--- src/sv/zfe_pkg.sv ---
// Shared types and constants for the zero-forcing SISO equalizer.
// Depends on nothing; the top level and zfe_div_stage import it.
`timescale 1ns / 1ps
`default_nettype none
package zfe_pkg;

  localparam int ADDR_W = 3;
  localparam logic [15:0] GAIN_RESET = 16'd4096;

  // register index codes (paddr[2])
  localparam logic REG_NOISE_VAR = 1'b0;
  localparam logic REG_TX_GAIN   = 1'b1;

  localparam int QS    = 17;  // sample quotient bits (one extra for rounding)
  localparam int QN    = 33;  // noise quotient bits (one extra for rounding)
  localparam int STEPS = 33;  // divider stages
  localparam int D_W   = 48;  // tx_gain * |c|^2
  localparam int DR_W  = 49;  // sample remainder
  localparam int DN_W  = 64;  // tx_gain^2 * |c|^2
  localparam int NR_W  = 65;  // noise remainder

  typedef struct packed {
    logic              valid;
    logic              null_ch;
    logic              neg_re;
    logic              neg_im;
    logic              ovf_re;
    logic              ovf_im;
    logic              ovf_nv;
    logic [DR_W-1:0]   r_re;
    logic [DR_W-1:0]   r_im;
    logic [D_W-1:0]    d;
    logic [NR_W-1:0]   r_nv;
    logic [DN_W-1:0]   dn;
    logic [QS-1:0]     q_re;
    logic [QS-1:0]     q_im;
    logic [QN-1:0]     q_nv;
  } div_t;

  // Round half away from zero and saturate a sample quotient to 16 bits.
  function automatic logic [15:0] sat_s16(input logic neg, input logic ovf,
                                          input logic [QS-1:0] q2);
    logic [QS:0]   rnd;
    logic [QS-1:0] mag;
    begin
      rnd = ({1'b0, q2} + {{QS{1'b0}}, 1'b1}) >> 1;
      if (neg) begin
        if (ovf || rnd > (QS+1)'(32768)) mag = QS'(32768);
        else mag = rnd[QS-1:0];
        sat_s16 = 16'(-mag);
      end else begin
        if (ovf || rnd > (QS+1)'(32767)) mag = QS'(32767);
        else mag = rnd[QS-1:0];
        sat_s16 = mag[15:0];
      end
    end
  endfunction

  function automatic logic [31:0] sat_u32(input logic ovf, input logic [QN-1:0] q2);
    logic [QN:0] rnd;
    begin
      rnd = ({1'b0, q2} + {{QN{1'b0}}, 1'b1}) >> 1;
      if (ovf || rnd[QN:QN-1] != 2'b00) sat_u32 = 32'hFFFF_FFFF;
      else sat_u32 = rnd[31:0];
    end
  endfunction

endpackage
`default_nettype wire

--- src/sv/zfe_div_stage.sv ---
// One restoring-division step for the noise quotient and, when SAMPLE_ON is set, the sample quotients.
// Depends on zfe_pkg.
`timescale 1ns / 1ps
`default_nettype none
module zfe_div_stage #(
  parameter int SAMPLE_ON = 1
) (
  input  wire logic         clk,
  input  wire logic         rst,
  input  wire logic         en,
  input  wire zfe_pkg::div_t d_in,
  output zfe_pkg::div_t     d_out
);
  import zfe_pkg::*;

  div_t            nxt;
  logic [DR_W-1:0] sh_re;
  logic [DR_W-1:0] sh_im;
  logic [NR_W-1:0] sh_nv;

  always_comb begin
    nxt   = d_in;
    sh_re = d_in.r_re << 1;
    sh_im = d_in.r_im << 1;
    sh_nv = d_in.r_nv << 1;
    if (SAMPLE_ON != 0) begin
      if (sh_re >= {1'b0, d_in.d}) begin
        nxt.r_re = sh_re - {1'b0, d_in.d};
        nxt.q_re = {d_in.q_re[QS-2:0], 1'b1};
      end else begin
        nxt.r_re = sh_re;
        nxt.q_re = {d_in.q_re[QS-2:0], 1'b0};
      end
      if (sh_im >= {1'b0, d_in.d}) begin
        nxt.r_im = sh_im - {1'b0, d_in.d};
        nxt.q_im = {d_in.q_im[QS-2:0], 1'b1};
      end else begin
        nxt.r_im = sh_im;
        nxt.q_im = {d_in.q_im[QS-2:0], 1'b0};
      end
    end
    if (sh_nv >= {1'b0, d_in.dn}) begin
      nxt.r_nv = sh_nv - {1'b0, d_in.dn};
      nxt.q_nv = {d_in.q_nv[QN-2:0], 1'b1};
    end else begin
      nxt.r_nv = sh_nv;
      nxt.q_nv = {d_in.q_nv[QN-2:0], 1'b0};
    end
  end

  always_ff @(posedge clk) begin
    if (rst) begin
      d_out.valid <= 1'b0;
    end else if (en) begin
      d_out <= nxt;
    end
  end

endmodule
`default_nettype wire
--- config.mk ---
export PLATFORM = sky130hd
export DESIGN_NAME = zfe_div_stage
export DESIGN_NICKNAME = d
export VERILOG_FILES = /design/src/sv/zfe_pkg.sv /design/src/sv/zfe_div_stage.sv
export SDC_FILE = /design/constraint.sdc
export NUM_CORES = 1
export LEC_CHECK = 0
export BUFFER_PORTS_ARGS = -buffer_cell sky130_fd_sc_hd__clkbuf_2
export CAP_MARGIN = 20
export CORE_AREA = 2 2 271 273
export CTS_CLUSTER_DIAMETER = 150
export DETAILED_ROUTE_END_ITERATION = 16
export DIE_AREA = 0 0 273 275
export GPL_TIMING_DRIVEN = 0
export PLACE_DENSITY = 0.64
export SETUP_SLACK_MARGIN = 0.02
export SLEW_MARGIN = 40
export SYNTH_ARGS = -nofsm -noshare
export SYNTH_HDL_FRONTEND = slang
export SYNTH_SLANG_ARGS = --single-unit
--- constraint.sdc ---
create_clock -name clk -period 29.1 [get_ports clk]
set_input_delay 5.82 -clock clk [delete_from_list [all_inputs] [get_ports clk]]
set_output_delay 5.82 -clock clk [all_outputs]
set_load 0.05 [all_outputs]
# Word level (Yosys, flattened, before mapping)
# Cells that the tools add are included.
# Widths: inputs -> output; s select.
[word_totals]
regBits = 349
input_bits = 352
output_inout_bits = 349
word_cells = 32
[op_classes]
addsub = 3
n_lt_le_gt_ge = 3
mux = 6
n_bitwise = 1
reduce_logical = 1
[op_table]
columns = ["cell", "n"]
rows = [
  ["$ge 49x48->1", 2],
  ["$mux 49", 2],
  ["$sub 49x48->49", 2],
  ["$ge 65x64->1", 1],
  ["$mux 65", 1],
  ["$sub 65x64->65", 1],
  ["$mux 1", 3],
  ["$reduce_and 2->1", 1],
  ["$not 1->1", 1],
]

# Depth between registers and ports, before layout
[logic_depth]
ltp_word = 2
ltp_mapped = 15
ltp_nobuf = 13

# Worst setup path after synthesis
# Ideal clock, no wire load.
[synth_path]
kind = "input -> register"
start = "input port rst"
end = "register d_out[0] (netlist name) (enable)"
setup_time_ns = 1.112
arrival_time_ns = 21.191
required_ns = 27.988
slack_ns = 6.796
cell_stages = 1
path_buffers = 0
cell_sequence = "nor2b_1"
[synth_via]
elab_chain_cells = 2
[synth_rtl]
columns = ["item", "line", "rtl"]
rows = [
  ["start, declared", "zfe_div_stage.sv:9", "input wire logic rst,"],
  ["$not 1->1 (no source line)", "--", ""],
  ["$reduce_and 2->1 (no source line)", "--", ""],
  ["end signal, assigned", "zfe_div_stage.sv:55", "d_out <= nxt;"],
  ["end, declared", "zfe_div_stage.sv:12", "output zfe_pkg::div_t d_out"],
]
# No other way between the ends.
# A chain may end at the register's enable or synchronous reset.

==> metrics <==
status completed; design area between 20000 and 30000 um^2; RR Startpoint d_out[348]$_SDFFE_PP0P_; PD cells around 60 nW/um^2; root buffer cell clkbuf_16; GRT Max-Usage Layer met2; Yosys warning count 0; Finish-stage setup viols 0; R2R setup slack roughly 28 ns; initial antenna violation count 13; f_max 108 MHz; area of the multi-input gates 10500 um^2; Rows between 90 and 100; die span in x between 200 and 300 um; Biggest register d_out; Slew @ Worst Pin around 0.83 ns; final net count about 3400; Initial DRC Count between 1000 and 1500; peak supply drop between 0.04 and 0.05 mV; share of cells above drive strength 1 around 30%; GRT overflow 0; Rel. slew slack ~44%; first-pass GRT wire length 122 mm; met1 GRT Util about a quarter; MaxCap Viol Count 0; die height 275 um; Worst Hold Class reg2reg; Post-CTS Hold Buffers 0; Pleak approximately 13 nW; clock sink count 349; Final Critical Period 9.27 ns; fraction of the cycle the final worst path needs between 30% and 40%; io pins 701; vias in the first global route slightly below 20000; Post-synth EDFFs roughly 350; Final Hold Viols 0; Fin Clk Skew 0 ns; Largest register FFs 349; biggest regs d_out x349; setup ws final 19.83 ns; Hold Path End d_out[348]$_SDFFE_PP0P_; FF-to-FF path depth 2; Num CTS Buffers between 40 and 50; Filler Cell Count ~7300; CP startpoint kind primary input; placed cell count around 3800; final max-slew violation count 0; Async SR Flop Fraction 0%; PortBufs 694; via density per instance about 5; Arr. time, crit path 9.56 ns; syn_nets around 2700; cts repair resizes 0; wire per inst 21.8 um; Total GRT Usage 21.7%; M3 GR Usage 5.80%; unique cell type count in the Yosys netlist 87; global routing met2 resource utilization about two fifths; WP data required between 20 and 30 ns; mapped cell area 21900 um^2; H-tree depth 2; postcts setup bufs 0; Final ANT Viol Nets 0; Crit Reg-Reg Endpoint d_out[348]$_SDFFE_PP0P_; Synth Instances between 2000 and 2500; hpwl dp about 70 mm; CP Capture Type flop; Seq cells post-synth roughly 350; Skew-Pair Late Insertion Delay 0.57 ns; DRC viols 0; hold_sp d_out[348]$_SDFFE_PP0P_; Mapped Avg Cell Area between 10 and 15 um^2; CTS tree built; Critical Path Source d_in[218]; Area Overhead vs Synth 30.4%; Pre-Repair DR Iteration Count 5; Max clock buf depth 3; via count approximately 20000; unrepaired setup endpoints after global routing no; crit path kind in2reg; core area between 70000 and 80000 um^2; die area between 70000 and 80000 um^2; Core Util, Final between 30% and 40%; final cell count without fillers 3918; post-synthesis sequential area ratio between 40% and 50%; Worst Hold Depth 2; placed inst area about 27000 um^2; ys flop type edfxtp_1; largest net degree at the start of global routing 24; RePlAce Congestion about 0.92; drt total wl 85.4 mm; clock slew at reported path FFs 0.06 ns; Reg area 10500 um^2; pre-CTS WS about 19 ns; CP max FO 10; initial core utilization a little under a third
-- worst max-delay path: stages --
cell      delay [ns]
clkbuf_2        0.21
inv_1           0.10
ha_1            0.38
and3_2          0.28
nand3_2         0.10
nor2_2          0.12
and2_4          0.21
nand4b_1        0.32
or4_1           0.77
and3_1          0.25
and3_1          0.15
buf_6           0.16
inv_8           0.09
buf_8           0.17
buf_4           0.26
a21oi_1         0.15
-- per-stage QoR --
stage / hold slack (ns) / total power (W) / TNS [ns]
global placement: 0.481 / 0.00119 / -265.74
detailed placement: 0.562 / 0.00118 / 0
CTS: 0.573 / 0.00175 / 0
finish: 0.559 / 0.00173 / 0
global route: 0.630 / 0.00181 / 0
floorplan: 0.733 / 0.00102 / 0
-- layout make-up --
| cell class | instances | share of cell area, % |
|---|---|---|
| inverter | 159 | 2.11 |
| timing repair buffer | 715 | 13.9 |
| buffer | 75 | 1.42 |
| antenna | 1 | 0.00875 |
| sequential | 349 | 36.6 |
| clock buffer | 53 | 4.11 |
| clock inverter | 29 | 1.11 |
| tap | 959 | 4.19 |
| multi-input combinational | 1578 | 36.6 |
-- placed cells by master, fill, tap and decap left out, types with 22 or more instances in the layout --
master / n
a21o_1: 88
a21oi_1: 284
a31oi_1: 22
and3_1: 24
buf_2: 25
clkbuf_1: 37
clkbuf_16: 44
clkbuf_2: 694
edfxtp_1: 348
ha_1: 160
inv_1: 156
nand2_1: 179
nand3_1: 30
nand4_1: 39
nor2_1: 177
o21ai_0: 133
o21bai_1: 39
xnor2_1: 90
xor2_1: 54
-- power by group --
group | internal [W] | switching, W
Sequential | 0.000612 | 0.0000124
Clock | 0.000328 | 0.000233
Combinational | 0.000165 | 0.000380
Total | 0.00111 | 0.000625
-- worst max path at each step --
stage / end
final: d_out[318]$_DFFE_PP_
after global routing: d_out[318]$_DFFE_PP_
after CTS: d_out[318]$_DFFE_PP_
after detailed placement: d_out[318]$_DFFE_PP_
after global placement: d_out[238]$_DFFE_PP_
after floorplan: d_out[0]$_DFFE_PP_
-- per-layer routing --
metal | up-vias | wire length [um]
li1 | 9459 | -
met1 | 9311 | 32200
met2 | 734 | 43000
met3 | 147 | 6660
met4 | 20 | 3430
met5 | - | 135
-- cell usage after synthesis, drive strengths merged (4+ instances only) --
master / n / area, um^2
nand4: 39 / 244
a21boi: 5 / 37.5
o21a: 21 / 158
or2: 9 / 56.3
a21o: 88 / 661
a31o: 5 / 43.8
a21oi: 285 / 1430
a31oi: 24 / 171
o21bai: 39 / 293
or3: 12 / 75.1
xnor2: 90 / 788
nor3: 18 / 95.1
nor2b: 17 / 106
edfxtp: 348 / 10500
or4: 4 / 30.0
clkbuf: 32 / 120
nand2: 179 / 672
nor2: 179 / 677
o21ai: 137 / 686
and3: 26 / 169
nor4: 9 / 56.3
mux2: 23 / 274
nand3: 31 / 160
buf: 43 / 287
and2: 11 / 71.3
and4: 5 / 43.8
a221o: 4 / 40.0
nand2b: 11 / 68.8
o211ai: 15 / 113
o31ai: 12 / 119
a211oi: 18 / 140
inv: 159 / 604
ha: 160 / 2000
xor2: 54 / 473
-- cells by family (layout without fill, tap and decap cells) --
logic type / count (synthesis) / after routing / share of synthesized area, %
AOI/OAI and AO/OA: 685 / 685 / 19.2
xor gates and xnor gates: 144 / 144 / 5.75
adders and majority gates: 163 / 163 / 9.40
buffers and inverters: 234 / 1031 / 4.61
DFF: 349 / 349 / 47.7
muxes: 25 / 25 / 1.34
other: 0 / 1 / 0
and+or+nand+nor: 561 / 561 / 12.0
Power figures use the tool's default switching activity.
